$ cat src/hdl/slbm_pkg.sv
// Package for the stage latency budget monitor: function codes, controller
// states, the statistics record type and the divider control type. No dependencies.
`timescale 1ns / 1ps
package slbm_pkg;

  localparam int unsigned CountW = 32;
  localparam int unsigned TotalW = 48;
  localparam int unsigned WorstW = 32;
  localparam int unsigned BudgetW = 32;
  localparam int unsigned PpmW = 52;
  localparam int unsigned StageW = 3;
  localparam logic [19:0] PpmScale = 20'd1000000;

  typedef enum logic [1:0] {
    FUNC_RECORD = 2'd0,
    FUNC_QUERY  = 2'd1,
    FUNC_CLEAR  = 2'd2,
    FUNC_SPARE  = 2'd3
  } func_e;

  typedef enum logic [3:0] {
    ST_IDLE,
    ST_CLEAR,
    ST_RD,
    ST_WR,
    ST_SCAN_RD,
    ST_SCAN_MUL,
    ST_SCAN_DIV,
    ST_SCAN_ACC,
    ST_DONE
  } state_e;

  typedef struct packed {
    logic [CountW-1:0] count;
    logic [TotalW-1:0] total;
    logic [WorstW-1:0] worst;
  } stat_t;

  typedef struct packed {
    logic       start;
    logic       busy;
  } div_ctl_t;

endpackage

$ cat src/hdl/slbm_div.sv
// Restoring divider, one quotient bit per cycle: 52-bit dividend by 32-bit
// divisor. Uses slbm_pkg.
`timescale 1ns / 1ps
module slbm_div (
  input  logic                      clk_i,
  input  logic                      rst_ni,
  input  logic                      start_i,
  input  logic [slbm_pkg::PpmW-1:0] dividend_i,
  input  logic [slbm_pkg::BudgetW-1:0] divisor_i,
  output slbm_pkg::div_ctl_t        ctl_o,
  output logic [slbm_pkg::PpmW-1:0] quot_o
);
  import slbm_pkg::*;

  logic [PpmW-1:0]    quot_q, quot_d;
  logic [BudgetW:0]   rem_q, rem_d;
  logic [BudgetW-1:0] dvs_q, dvs_d;
  logic [5:0]         cnt_q, cnt_d;
  logic               busy_q, busy_d;
  logic [BudgetW:0]   trial;

  always_comb begin
    quot_d = quot_q;
    rem_d  = rem_q;
    dvs_d  = dvs_q;
    cnt_d  = cnt_q;
    busy_d = busy_q;
    trial  = {rem_q[BudgetW-1:0], quot_q[PpmW-1]};
    if (start_i) begin
      quot_d = dividend_i;
      rem_d  = '0;
      dvs_d  = divisor_i;
      cnt_d  = 6'(PpmW);
      busy_d = 1'b1;
    end else if (busy_q) begin
      if (trial >= {1'b0, dvs_q}) begin
        rem_d = trial - {1'b0, dvs_q};
        quot_d = {quot_q[PpmW-2:0], 1'b1};
      end else begin
        rem_d = trial;
        quot_d = {quot_q[PpmW-2:0], 1'b0};
      end
      cnt_d = cnt_q - 6'd1;
      if (cnt_q == 6'd1) begin
        busy_d = 1'b0;
      end
    end
  end

  always_ff @(posedge clk_i or negedge rst_ni) begin
    if (!rst_ni) begin
      busy_q <= 1'b0;
      cnt_q  <= '0;
    end else begin
      busy_q <= busy_d;
      cnt_q  <= cnt_d;
    end
  end

  always_ff @(posedge clk_i) begin
    quot_q <= quot_d;
    rem_q  <= rem_d;
    dvs_q  <= dvs_d;
  end

  assign ctl_o.start = start_i;
  assign ctl_o.busy  = busy_q;
  assign quot_o      = quot_q;
endmodule

$ cat src/hdl/slbm_mem.sv
// Statistics memory: one synchronous read port with a registered output and
// one write port. Uses slbm_pkg.
`timescale 1ns / 1ps
module slbm_mem #(
  parameter int unsigned Depth = 7
) (
  input  logic                                        clk_i,
  input  logic                                        we_i,
  input  logic [((Depth > 1) ? $clog2(Depth) : 1)-1:0] waddr_i,
  input  slbm_pkg::stat_t                             wdata_i,
  input  logic [((Depth > 1) ? $clog2(Depth) : 1)-1:0] raddr_i,
  output slbm_pkg::stat_t                             rdata_o
);
  import slbm_pkg::*;

  stat_t mem [Depth];
  stat_t rdata_q;

  always_ff @(posedge clk_i) begin
    if (we_i) begin
      mem[waddr_i] <= wdata_i;
    end
    rdata_q <= mem[raddr_i];
  end

  assign rdata_o = rdata_q;
endmodule

$ cat src/hdl/stage_latency_budget_monitor_top.sv
// Stage latency budget monitor, top level. Instantiates slbm_mem and slbm_div
// and uses slbm_pkg.
`timescale 1ns / 1ps
// Usage: an input word (func_i, stage_i, duration_ns_i) is taken when
// in_valid_i is high and in_stall_o is low. Record adds a sample to a stage,
// query reads it, clear zeroes every stage. Each word yields one result word
// on out_valid_o, taken when out_stall_i is low; it reports the addressed
// stage after the update and summary figures over all stages.
// The statistics live in a small synchronous memory. An item reads and
// writes back its own entry, then scans every stage in turn: a read, a
// multiply by one million, a divide by the budget and an accumulate. A
// stage with a budget waits on the bit-serial divider; a stage without one
// skips the divide. The input stays stalled until the result word is
// handed on, and a clear word first sweeps the memory to zero.
// The result waits in its own output register, so the next word is taken
// while it is stalled; a second finished result waits in the controller,
// which keeps the input stalled until the first has been taken.
// After reset the memory is swept to zero, entry by entry, while the
// input is stalled; the budget registers reset to zero. Configuration
// writes (cfg_we_i, cfg_idx_i, cfg_data_i) are meant for idle periods.
module stage_latency_budget_monitor_top #(
  parameter int unsigned STAGES = 7
) (
  input  logic        clk_i,
  input  logic        rst_ni,
  input  logic        cfg_we_i,
  input  logic [2:0]  cfg_idx_i,
  input  logic [31:0] cfg_data_i,
  input  logic        in_valid_i,
  output logic        in_stall_o,
  input  logic [1:0]  func_i,
  input  logic [2:0]  stage_i,
  input  logic [31:0] duration_ns_i,
  output logic        out_valid_o,
  input  logic        out_stall_i,
  output logic [2:0]  report_stage_o,
  output logic        budget_set_o,
  output logic [31:0] samples_o,
  output logic [31:0] worst_ns_o,
  output logic [47:0] sum_ns_o,
  output logic [51:0] load_ppm_o,
  output logic        exceeded_o,
  output logic [2:0]  over_count_o,
  output logic        offender_valid_o,
  output logic [2:0]  offender_stage_o
);
  import slbm_pkg::*;

  localparam int unsigned AW = (STAGES > 1) ? $clog2(STAGES) : 1;
  localparam int unsigned NumBudgets = 7;

  // One finished result word as it is presented on the output ports.
  typedef struct packed {
    logic [StageW-1:0] stage;
    logic              budget_set;
    stat_t             stat;
    logic [PpmW-1:0]   ppm;
    logic              over;
    logic [2:0]        nexc;
    logic              offv;
    logic [StageW-1:0] offs;
  } res_t;

  // Budget registers, one for each of register indices zero to six.
  logic [BudgetW-1:0] budget_q [NumBudgets];

  always_ff @(posedge clk_i or negedge rst_ni) begin
    if (!rst_ni) begin
      for (int i = 0; i < NumBudgets; i++) begin
        budget_q[i] <= '0;
      end
    end else if (cfg_we_i && (32'(cfg_idx_i) < NumBudgets)) begin
      budget_q[cfg_idx_i] <= cfg_data_i;
    end
  end

  function automatic logic [BudgetW-1:0] budget_at(input logic [StageW-1:0] s,
                                                   input logic [BudgetW-1:0] b [NumBudgets]);
    logic [BudgetW-1:0] r;
    r = '0;
    for (int i = 0; i < NumBudgets; i++) begin
      if (32'(s) == i && i < STAGES) begin
        r = b[i];
      end
    end
    return r;
  endfunction

  state_e state_q, state_d;
  logic [1:0]        func_q, func_d;
  logic [StageW-1:0] stage_q, stage_d;
  logic [31:0]       dur_q, dur_d;
  logic [StageW-1:0] scan_q, scan_d;
  logic [StageW:0]   clr_q, clr_d;
  stat_t             rep_q, rep_d;
  logic [PpmW-1:0]   rep_ppm_q, rep_ppm_d;
  logic [PpmW-1:0]   prod_q, prod_d;
  logic [2:0]        exc_q, exc_d;
  logic              offv_q, offv_d;
  logic [StageW-1:0] offs_q, offs_d;
  logic [PpmW-1:0]   best_q, best_d;
  logic              out_valid_q, out_valid_d;
  res_t              res_q, res_d;
  logic              res_load;

  logic              mem_we;
  logic [AW-1:0]     mem_waddr, mem_raddr;
  stat_t             mem_wdata, mem_rdata, upd;
  logic              div_go_q;
  logic              div_launch;
  div_ctl_t          div_ctl;
  logic [PpmW-1:0]   div_quot;
  logic [BudgetW-1:0] scan_budget, rep_budget;
  logic              in_ok, scan_has;
  logic [TotalW:0]   tot_sum;

  slbm_mem #(.Depth(STAGES)) u_mem (
    .clk_i   (clk_i),
    .we_i    (mem_we),
    .waddr_i (mem_waddr),
    .wdata_i (mem_wdata),
    .raddr_i (mem_raddr),
    .rdata_o (mem_rdata)
  );

  slbm_div u_div (
    .clk_i      (clk_i),
    .rst_ni     (rst_ni),
    .start_i    (div_launch),
    .dividend_i (prod_q),
    .divisor_i  (scan_budget),
    .ctl_o      (div_ctl),
    .quot_o     (div_quot)
  );

  assign in_ok       = 32'(stage_q) < STAGES;
  assign scan_budget = budget_at(scan_q, budget_q);
  assign rep_budget  = budget_at(stage_q, budget_q);
  assign scan_has    = (scan_budget != '0) && (mem_rdata.count != '0);
  assign tot_sum     = {1'b0, mem_rdata.total} + (TotalW+1)'(dur_q);

  // Read-modify-write of the addressed entry.
  always_comb begin
    upd = mem_rdata;
    if (mem_rdata.count != '1) begin
      upd.count = mem_rdata.count + 1'b1;
    end
    upd.total = tot_sum[TotalW] ? '1 : tot_sum[TotalW-1:0];
    if (dur_q > mem_rdata.worst) begin
      upd.worst = dur_q;
    end
  end

  // Next state. A clear word goes on into the scan once its sweep is done;
  // the sweep after reset returns to idle.
  always_comb begin
    state_d = state_q;
    case (state_q)
      ST_CLEAR:    if (32'(clr_q) >= STAGES - 1) begin
                     state_d = (func_q == FUNC_CLEAR) ? ST_RD : ST_IDLE;
                   end
      ST_IDLE:     if (in_valid_i) begin
                     state_d = (func_i == FUNC_CLEAR) ? ST_CLEAR : ST_RD;
                   end
      ST_RD:       state_d = ST_WR;
      ST_WR:       state_d = ST_SCAN_RD;
      ST_SCAN_RD:  state_d = ST_SCAN_MUL;
      ST_SCAN_MUL: state_d = ST_SCAN_DIV;
      ST_SCAN_DIV: if (!div_ctl.busy && !div_ctl.start) state_d = ST_SCAN_ACC;
      ST_SCAN_ACC: state_d = (32'(scan_q) >= STAGES - 1) ? ST_DONE : ST_SCAN_RD;
      ST_DONE:     if (!out_valid_q || !out_stall_i) state_d = ST_IDLE;
      default:     state_d = ST_IDLE;
    endcase
  end

  // Datapath and outputs of the controller.
  always_comb begin
    func_d = func_q; stage_d = stage_q; dur_d = dur_q; scan_d = scan_q;
    clr_d = clr_q; rep_d = rep_q; rep_ppm_d = rep_ppm_q; prod_d = prod_q;
    exc_d = exc_q; offv_d = offv_q; offs_d = offs_q; best_d = best_q;
    out_valid_d = out_valid_q && out_stall_i;
    mem_we = 1'b0; mem_waddr = '0; mem_wdata = '0; mem_raddr = '0;
    res_load = 1'b0;
    case (state_q)
      ST_CLEAR: begin
        mem_we = 1'b1;
        mem_waddr = AW'(clr_q);
        clr_d = clr_q + 1'b1;
        // A clear item continues into the scan once the sweep is done.
        if (32'(clr_q) >= STAGES - 1 && func_q == FUNC_CLEAR) begin
          func_d = FUNC_QUERY;
        end
      end
      ST_IDLE: begin
        if (in_valid_i) begin
          func_d = func_i; stage_d = stage_i; dur_d = duration_ns_i;
          clr_d = '0;
        end
      end
      ST_RD: begin
        mem_raddr = AW'(stage_q);
      end
      ST_WR: begin
        if (func_q == FUNC_RECORD && in_ok) begin
          mem_we = 1'b1; mem_waddr = AW'(stage_q); mem_wdata = upd;
        end
        scan_d = '0; exc_d = '0; offv_d = 1'b0; offs_d = '0; best_d = '0;
        rep_d = '0; rep_ppm_d = '0;
      end
      ST_SCAN_RD: begin
        mem_raddr = AW'(scan_q);
      end
      ST_SCAN_MUL: begin
        mem_raddr = AW'(scan_q);
        prod_d = PpmW'(mem_rdata.worst) * PpmW'(PpmScale);
      end
      ST_SCAN_DIV: begin
        mem_raddr = AW'(scan_q);
      end
      ST_SCAN_ACC: begin
        mem_raddr = AW'(scan_q);
        if (scan_has) begin
          if (mem_rdata.worst > scan_budget) exc_d = exc_q + 1'b1;
          if (!offv_q || div_quot > best_q) begin
            offv_d = 1'b1; best_d = div_quot; offs_d = scan_q;
          end
        end
        if (scan_q == stage_q) begin
          rep_d = mem_rdata;
          rep_ppm_d = (scan_budget == '0) ? '0 : div_quot;
        end
        scan_d = scan_q + 1'b1;
      end
      ST_DONE: begin
        // The result register is free or is being emptied at this edge.
        if (!out_valid_q || !out_stall_i) begin
          out_valid_d = 1'b1;
          res_load = 1'b1;
        end
      end
      default: ;
    endcase
  end

  // Result word, taken from the scan figures when the controller finishes.
  always_comb begin
    res_d = res_q;
    if (res_load) begin
      res_d.stage      = stage_q;
      res_d.budget_set = in_ok && (rep_budget != '0);
      res_d.stat       = in_ok ? rep_q : '0;
      res_d.ppm        = in_ok ? rep_ppm_q : '0;
      res_d.over       = in_ok && (rep_budget != '0) && (rep_q.count != '0)
                         && (rep_q.worst > rep_budget);
      res_d.nexc       = exc_q;
      res_d.offv       = offv_q;
      res_d.offs       = offv_q ? offs_q : '0;
    end
  end

  // The divide is launched as soon as the registered product is available. A
  // stage without a budget skips it, and its quotient is never used.
  always_ff @(posedge clk_i or negedge rst_ni) begin
    if (!rst_ni) div_go_q <= 1'b0;
    else         div_go_q <= (state_q == ST_SCAN_MUL);
  end
  assign div_launch = div_go_q && (scan_budget != '0);

  always_ff @(posedge clk_i or negedge rst_ni) begin
    if (!rst_ni) begin
      state_q <= ST_CLEAR;
      clr_q <= '0;
      func_q <= FUNC_RECORD;
      out_valid_q <= 1'b0;
    end else begin
      state_q <= state_d;
      clr_q <= clr_d;
      func_q <= func_d;
      out_valid_q <= out_valid_d;
    end
  end

  always_ff @(posedge clk_i) begin
    stage_q <= stage_d; dur_q <= dur_d; scan_q <= scan_d; rep_q <= rep_d;
    rep_ppm_q <= rep_ppm_d; prod_q <= prod_d; exc_q <= exc_d; offv_q <= offv_d;
    offs_q <= offs_d; best_q <= best_d; res_q <= res_d;
  end

  assign in_stall_o        = (state_q != ST_IDLE);
  assign out_valid_o       = out_valid_q;
  assign report_stage_o    = res_q.stage;
  assign budget_set_o      = res_q.budget_set;
  assign samples_o         = res_q.stat.count;
  assign worst_ns_o        = res_q.stat.worst;
  assign sum_ns_o          = res_q.stat.total;
  assign load_ppm_o        = res_q.ppm;
  assign exceeded_o        = res_q.over;
  assign over_count_o      = res_q.nexc;
  assign offender_valid_o  = res_q.offv;
  assign offender_stage_o  = res_q.offs;

`ifndef SYNTHESIS
  a_stall_while_busy: assert property (@(posedge clk_i) disable iff (!rst_ni)
    (state_q != ST_IDLE) |-> in_stall_o) else $error("input taken while busy");
  a_div_done_before_acc: assert property (@(posedge clk_i) disable iff (!rst_ni)
    (state_q == ST_SCAN_ACC) |-> !div_ctl.busy) else $error("divider still busy");
  a_result_holds: assert property (@(posedge clk_i) disable iff (!rst_ni)
    (out_valid_o && out_stall_i) |=> (out_valid_o && $stable(offender_stage_o)))
    else $error("stalled result changed");
`endif
endmodule

$ cat config.mk
export PLATFORM = sky130hd
export DESIGN_NAME = stage_latency_budget_monitor_top
export DESIGN_NICKNAME = d
export VERILOG_FILES = /design/src/hdl/slbm_pkg.sv /design/src/hdl/slbm_div.sv /design/src/hdl/slbm_mem.sv /design/src/hdl/stage_latency_budget_monitor_top.sv
export SDC_FILE = /design/constraint.sdc
export NUM_CORES = 2
export LEC_CHECK = 0
export ABC_AREA = 1
export BUFFER_PORTS_ARGS = -buffer_cell sky130_fd_sc_hd__buf_2
export CAP_MARGIN = 20
export CORE_MARGIN = 5
export CORE_UTILIZATION = 55
export DETAILED_ROUTE_END_ITERATION = 10
export PLACE_DENSITY_LB_ADDON = 0.3
export SYNTH_ARGS = -nofsm -noshare
export SYNTH_HDL_FRONTEND = slang
export SYNTH_HIERARCHICAL = 1
export SYNTH_SLANG_ARGS = --single-unit
export TNS_END_PERCENT = 50
$ cat constraint.sdc
create_clock -name clk_i -period 15.4 [get_ports clk_i]
set_clock_uncertainty 0.15 [all_clocks]
set_input_delay 2.31 -clock clk_i [delete_from_list [all_inputs] [get_ports clk_i]]
set_output_delay 2.31 -clock clk_i [all_outputs]
set_load 0.02 [all_outputs]
# Word level (Yosys, flattened, before mapping)
# Memories as Yosys holds them, arrays and structs flattened. A register that Yosys moved wholly into a read port is not among the register bits.
# Cells that the tools add are included.
dict set report word_totals {
  reg_bits 842
  mem_bits_rw 784
  inputBits 77
  output_inout_bits 178
  elab_cells 207
  memories 1
}
dict set report op_classes {
  n_addsub 7
  multipliers 1
  order_cmp 11
  eq_ne 34
  muxes 73
  n_bitwise 1
  reduce_logical 39
}
# memory depth word_bits read_ports rd_clocked_by_memory_dff write_ports line
set mem_list {}
lappend mem_list {u_mem.mem 7 112 1 1 1 slbm_mem.sv:16} ;# stat_t mem [Depth];
# cell count
set op_table {}
lappend op_table {{32-bit 2-to-1 mux} 18}
lappend op_table {{112-bit 2-to-1 mux} 3}
lappend op_table {{52-bit 2-to-1 mux} 6}
lappend op_table {{224-bit bitwise mux} 1}
lappend op_table {{112-bit one-hot mux with 2 select lines} 1}
lappend op_table {{52-bit one-hot mux with 2 select lines} 2}
lappend op_table {{32-bit nonzero test} 4}
lappend op_table {{32-bit demux with 3-bit select} 1}
lappend op_table {{32-bit > comparator} 3}
lappend op_table {{52-bit > comparator} 1}
lappend op_table {{48-bit by 32-bit adder with 49-bit output} 1}
lappend op_table {{48-bit 2-to-1 mux} 1}
lappend op_table {{32-bit by 14-bit multiplier with 46-bit output, second input constant} 1}
lappend op_table {{4-bit one-hot mux with 9 select lines} 1}
lappend op_table {{33-bit by 32-bit greater-or-equal comparator with 1-bit output} 1}
lappend op_table {{32-bit by 1-bit adder with 32-bit output, second input constant} 1}
lappend op_table {{32-bit logical NOT} 1}
lappend op_table {{32-bit != test, second input constant} 1}
lappend op_table {{32-bit subtractor} 1}
lappend op_table {{3-bit one-hot mux with 2 select lines} 5}
lappend op_table {{4-bit 2-to-1 mux} 6}
lappend op_table {{3-bit equality test, second input constant} 6}
lappend op_table {{2-bit != test, second input constant} 9}
lappend op_table {{4-bit by 3-bit equality test with 1-bit output, second input constant} 4}
lappend op_table {{36 further kinds} 87}

# Longest topological paths before layout
dict set report logic_depth {
  depth_word 14
  depth_mapped 25
  ltp_nobuf 23
}

# Cells and area by module
# Netlist, hierarchy kept.
# module n_inst cells_per_inst area_each_um2 seq_area_each_um2
set modules_own_cells {}
lappend modules_own_cells {stage_latency_budget_monitor_top 1 5421 45922.8 20410.8}
lappend modules_own_cells {slbm_mem 1 3101 34983.6 25784.7}
lappend modules_own_cells {slbm_div 1 1087 7777.5 3338.2}

# Worst setup path after synthesis
# Ideal clock, no wire load.
dict set report synth_path {
  path_kind {flip-flop to flip-flop}
  from {register state_q[1]}
  to {register rep_ppm_q[0], enable pin}
  setup_time_ns 0.914
  arrival_ns 13.013
  required_time_ns 14.336
  slack_ns 1.323
  stages_incl_launch_ff 9
  path_buffers 2
  period_less_slack_ns 14.077
  path_cell_list {dfrtp_1 > clkbuf_1 > nand2_1 > nor2_1 > inv_1 > clkbuf_1 > nor2_1 > o2111ai_1 > o21ai_0}
}
dict set report synth_via {
  elab_chain_len 3
  elab_cells_between_ends 5
  classes_between {eq/ne: 3; reduce/logical: 2}
}
# item line
set synth_rtl {}
lappend synth_rtl {{start: declaration} stage_latency_budget_monitor_top.sv:89} ;# state_e state_q, state_d;
lappend synth_rtl {{start signal: assignment} stage_latency_budget_monitor_top.sv:276} ;# state_q <= state_d;
lappend synth_rtl {{4-bit by 3-bit equality test with 1-bit output / 4-bit by 2-bit equality test with 1-bit output (equally long branches)} stage_latency_budget_monitor_top.sv:184} ;# case (state_q)
lappend synth_rtl {{2-bit != test (no line) / 2-bit nonzero test (equally long branches)} --}
lappend synth_rtl {{2-bit AND reduction (no line) (*)} --}
lappend synth_rtl {{end signal: assignment} stage_latency_budget_monitor_top.sv:285} ;# rep_ppm_q <= rep_ppm_d; prod_q <= prod_d; exc_q <= exc_d; offv_q <= offv_d;
lappend synth_rtl {{end: declaration} stage_latency_budget_monitor_top.sv:96} ;# logic [PpmW-1:0] rep_ppm_q, rep_ppm_d;
# Every way passes the cells marked *; elsewhere a longest branch is shown, timed or not.
# A chain may end at the register's enable or synchronous reset.

# Final worst setup path
dict set report layout_path {
  from {register, netlist name u_mem/rdata_o[6]}
  to {register prod_q[35], data pin}
}
dict set report layout_via {
  elab_chain_len 1
}
# item line
set layout_rtl {}
lappend layout_rtl {{32-bit by 14-bit multiplier with 46-bit output} stage_latency_budget_monitor_top.sv:215} ;# prod_d = PpmW'(mem_rdata.worst) * PpmW'(PpmScale);
lappend layout_rtl {{end signal: assignment} stage_latency_budget_monitor_top.sv:285}
lappend layout_rtl {{end: declaration} stage_latency_budget_monitor_top.sv:97} ;# logic [PpmW-1:0] prod_q, prod_d;
# No other way between the ends.

==> flow_summary.yaml <==
status:
  outcome: "complete, no violations"
sta:
  relSlewSlack_pct: 21.8
  fin_crit_sh_pct: 39.5
  rsz0062_at_grt: "false"
  hold_viol: 0
  tightest_slew_ps: 1170
  slew_viol_final: 0
  finalSetupViolCount: 0
  tns_ps: 0
  fmax_ghz: 0.164
  fin_crit_ps: 6080
logic_synthesis:
  yosys.cell_types.count: 60
  syn_area_per_cell_um2: 9.23
  synth_ff_type: "edfxtp_1"
  ys_warn_count: 6
  synth-edff-count: 1351
  synth_seq_cells: 1738
  ys_seq_area_share_pct: 55.9
  netlist_area_um2: 88700
  syn_inst: 9609
  synthArstFlopShare_pct: 14.0
critical_path:
  reg2reg_slack_ps: 9320
  cpMaxStageDelayCell: "fa_1"
  crit_chain: "inv_1 -> fa_1 -> inv_1 -> fa_1 -> fa_1 -> fa_1 -> ha_1 -> inv_1 -> fa_1 -> inv_1 -> ha_1 -> nand2_1 -> nor2_1 -> inv_1 -> nor2_1 -> inv_1 -> o221ai_1 -> a21oi_1 -> o21ai_0 -> nand2_1 -> nand3_1 -> nand2_1"
  start_kind: "register"
  cpPeakStageDelay_ps: 590
  cp_top_family: "adder cells"
  cp.arrival_ps: 6500
  worstSetupPathType: "register to register"
  critPathMostFrequentCell: "inv_1"
  cp-end-kind: "register"
  critPathRequiredTime_ps: 15820
  cp_num_buf_inv: 6
  crit_fanout: 6
floorplan:
  num_io_pins: 255
  start_util_pct: 55.3
  die_h_um: 412
  die-area_um2: 169000
  die_w_um: 412
  rows: 147
  coreArea_um2: 160000
clocking:
  cts_tree: "done"
  clockBufferDepth: 3
  cts_root_buf: "clkbuf_16"
  hold_buffers: 0
  clk_latency_ps: 830
  numCtsBuffers: 177
  htreeDepth: 4
  cts_resized: 0
  path_clk_slew_ps: 70
  cts_setup_buffers: 0
  cts_sinks: 1738
detailed_routing:
  finalWirelength_mm: 249
  via_per_inst: 5.52
  vias: 66829
  drc: 0
  firstDrtPassIters: 8
  ant_nets: 0
  wl_per_cell_um: 20.6
  drt_iter0_drc: 7207
grt:
  grt_pass1_vias: 64543
  grt_max_degree: 179
  overflow: 0
  grt_pass1_wl_mm: 377
  grt_antenna_before_repair: 6
  grt_usage_pct: 29.0
layout:
  num-fill-cells: 13407
  multi_input_area_um2: 31600
  seqCellArea_um2: 49500
  area_delta_synth_final_pct: 10.6
  drive_gt1_share_pct: 7.84
  finalNetCount: 10383
placement:
  dp.final_hpwl_mm: 166
  place_congestion: 0.977
  io_buffer_count: 254
job:
  drv_cap: 0
worst_hold_path:
  min_path_type: "register to register"
-- Yosys cell counts (all sizes together), types with 15 or more instances --
cell / instances / area [µm²]
o211ai: 17 / 128
nand3: 695 / 3520
nand2: 2740 / 10300
nor2: 632 / 2450
dfrtp: 242 / 6060
nor4: 32 / 206
buf: 177 / 983
fa: 137 / 2740
nor3: 61 / 315
nand4: 82 / 513
xor2: 56 / 490
a21o: 18 / 135
ha: 377 / 4720
a31oi: 36 / 225
o21ai: 425 / 2130
xnor2: 38 / 333
clkbuf: 170 / 638
inv: 1655 / 6210
o21bai: 15 / 113
edfxtp: 1351 / 40600
or2: 94 / 588
a221oi: 15 / 131
dfxtp: 144 / 2880
a21oi: 319 / 1650
-- per-stage QoR --
step / cell area [µm²] / utilization (%) / std cells / setup WS, ps / hold slack (ps)
after global placement: 92000 / 57.4 / 11772 / 9360 / 289
after CTS: 98000 / 61.1 / 12106 / 9300 / 318
after floorplan: 88700 / - / 9614 / 1320 / 281
after detailed placement: 92000 / 57.4 / 11773 / 9340 / 292
final: 98000 / 61.1 / 12107 / 9320 / 315
after global routing: 98000 / 61.1 / 12106 / 8960 / 329
-- registers in the layout (all words and copies together), names as in the netlist, 46 cells and up --
register / cells
best_q: 52
budget_q: 224
load_ppm_o: 52
prod_q: 46
rep_ppm_q: 52
rep_q: 112
sum_ns_o: 48
u_div/quot_o: 52
u_mem/mem: 784
u_mem/rdata_o: 112
-- kinds of logic after synthesis --
kind of cell    after synthesis  share of synthesized area, %
compound gates              896                          5.54
xor+xnor                     94                         0.928
fa+ha+maj                   514                          8.41
buf+inv                    2002                          8.83
flops                      1738                          55.9
other cells                   1                       0.00423
simple gates               4364                          20.4
-- metal layers --
metal	part of all wire [%]	global-route usage [%]	wire (µm)
met5	0.013	0	32
met4	4.9	12.7	12200
met3	8.9	5.61	22200
met2	46	46.4	115000
met1	40	38.8	99900
-- placed cells by master, fill, tap and decap left out, types with 20 or more instances in the layout --
master / count
nor2_1: 592
o21ai_0: 412
clkbuf_1: 33
buf_4: 90
a21oi_1: 303
nor4_1: 31
clkinv_1: 39
a31oi_1: 36
dfxtp_1: 144
or2_2: 61
clkbuf_16: 178
or2_1: 27
nand2_1: 2723
fa_1: 137
ha_1: 377
edfxtp_1: 1351
xor2_1: 56
clkinv_2: 25
xnor2_1: 38
inv_1: 1641
nand3_1: 684
buf_2: 253
nand4_1: 82
bufinv_16: 20
dfrtp_1: 242
nor2_2: 27
nor3_1: 55
-- path summary, 6_finish.rpt --
check / depth (start not counted) / end / start
worst min-delay path: 0 / over_count_o[1]$_DFFE_PP_ / exc_q[1]$_SDFFCE_PN0P_
min in group asynchronous: 1 / budget_q[184]$_DFFE_PN0P_ / rst_ni
worst max register to register: 22 / prod_q[35]$_DFFE_PP_ / u_mem/rdata_o[6]$_DFF_P_
worst max-delay path: 22 / prod_q[35]$_DFFE_PP_ / u_mem/rdata_o[6]$_DFF_P_
worst min register to register: 0 / over_count_o[1]$_DFFE_PP_ / exc_q[1]$_SDFFCE_PN0P_
max in group asynchronous: 2 / budget_q[168]$_DFFE_PN0P_ / rst_ni
-- worst register-to-register path, cell delays in order (launching register included) --
cell and delay [ps]:
dfxtp_1 560, inv_1 270, fa_1 590, inv_1 50, fa_1 510, fa_1 580, fa_1 420, ha_1 290
inv_1 50, fa_1 500, inv_1 50, ha_1 380, nand2_1 100, nor2_1 160, inv_1 80, nor2_1 130
inv_1 50, o221ai_1 210, a21oi_1 100, o21ai_0 330, nand2_1 130, nand3_1 90, nand2_1 50
-- layout make-up --
type,count,area share (%)
inverters,1655,6.36
flip-flops and latches,1738,50.5
clock inverters,110,1.31
diodes,1,0.00255
repair buffers,346,2.04
well taps,2160,2.76
multi-input cells,5874,32.2
clock buffers,223,4.84
Power is left out: the tool's default activity adds up to more than one toggle a clock period on the data nets, which glitch-free logic cannot reach.
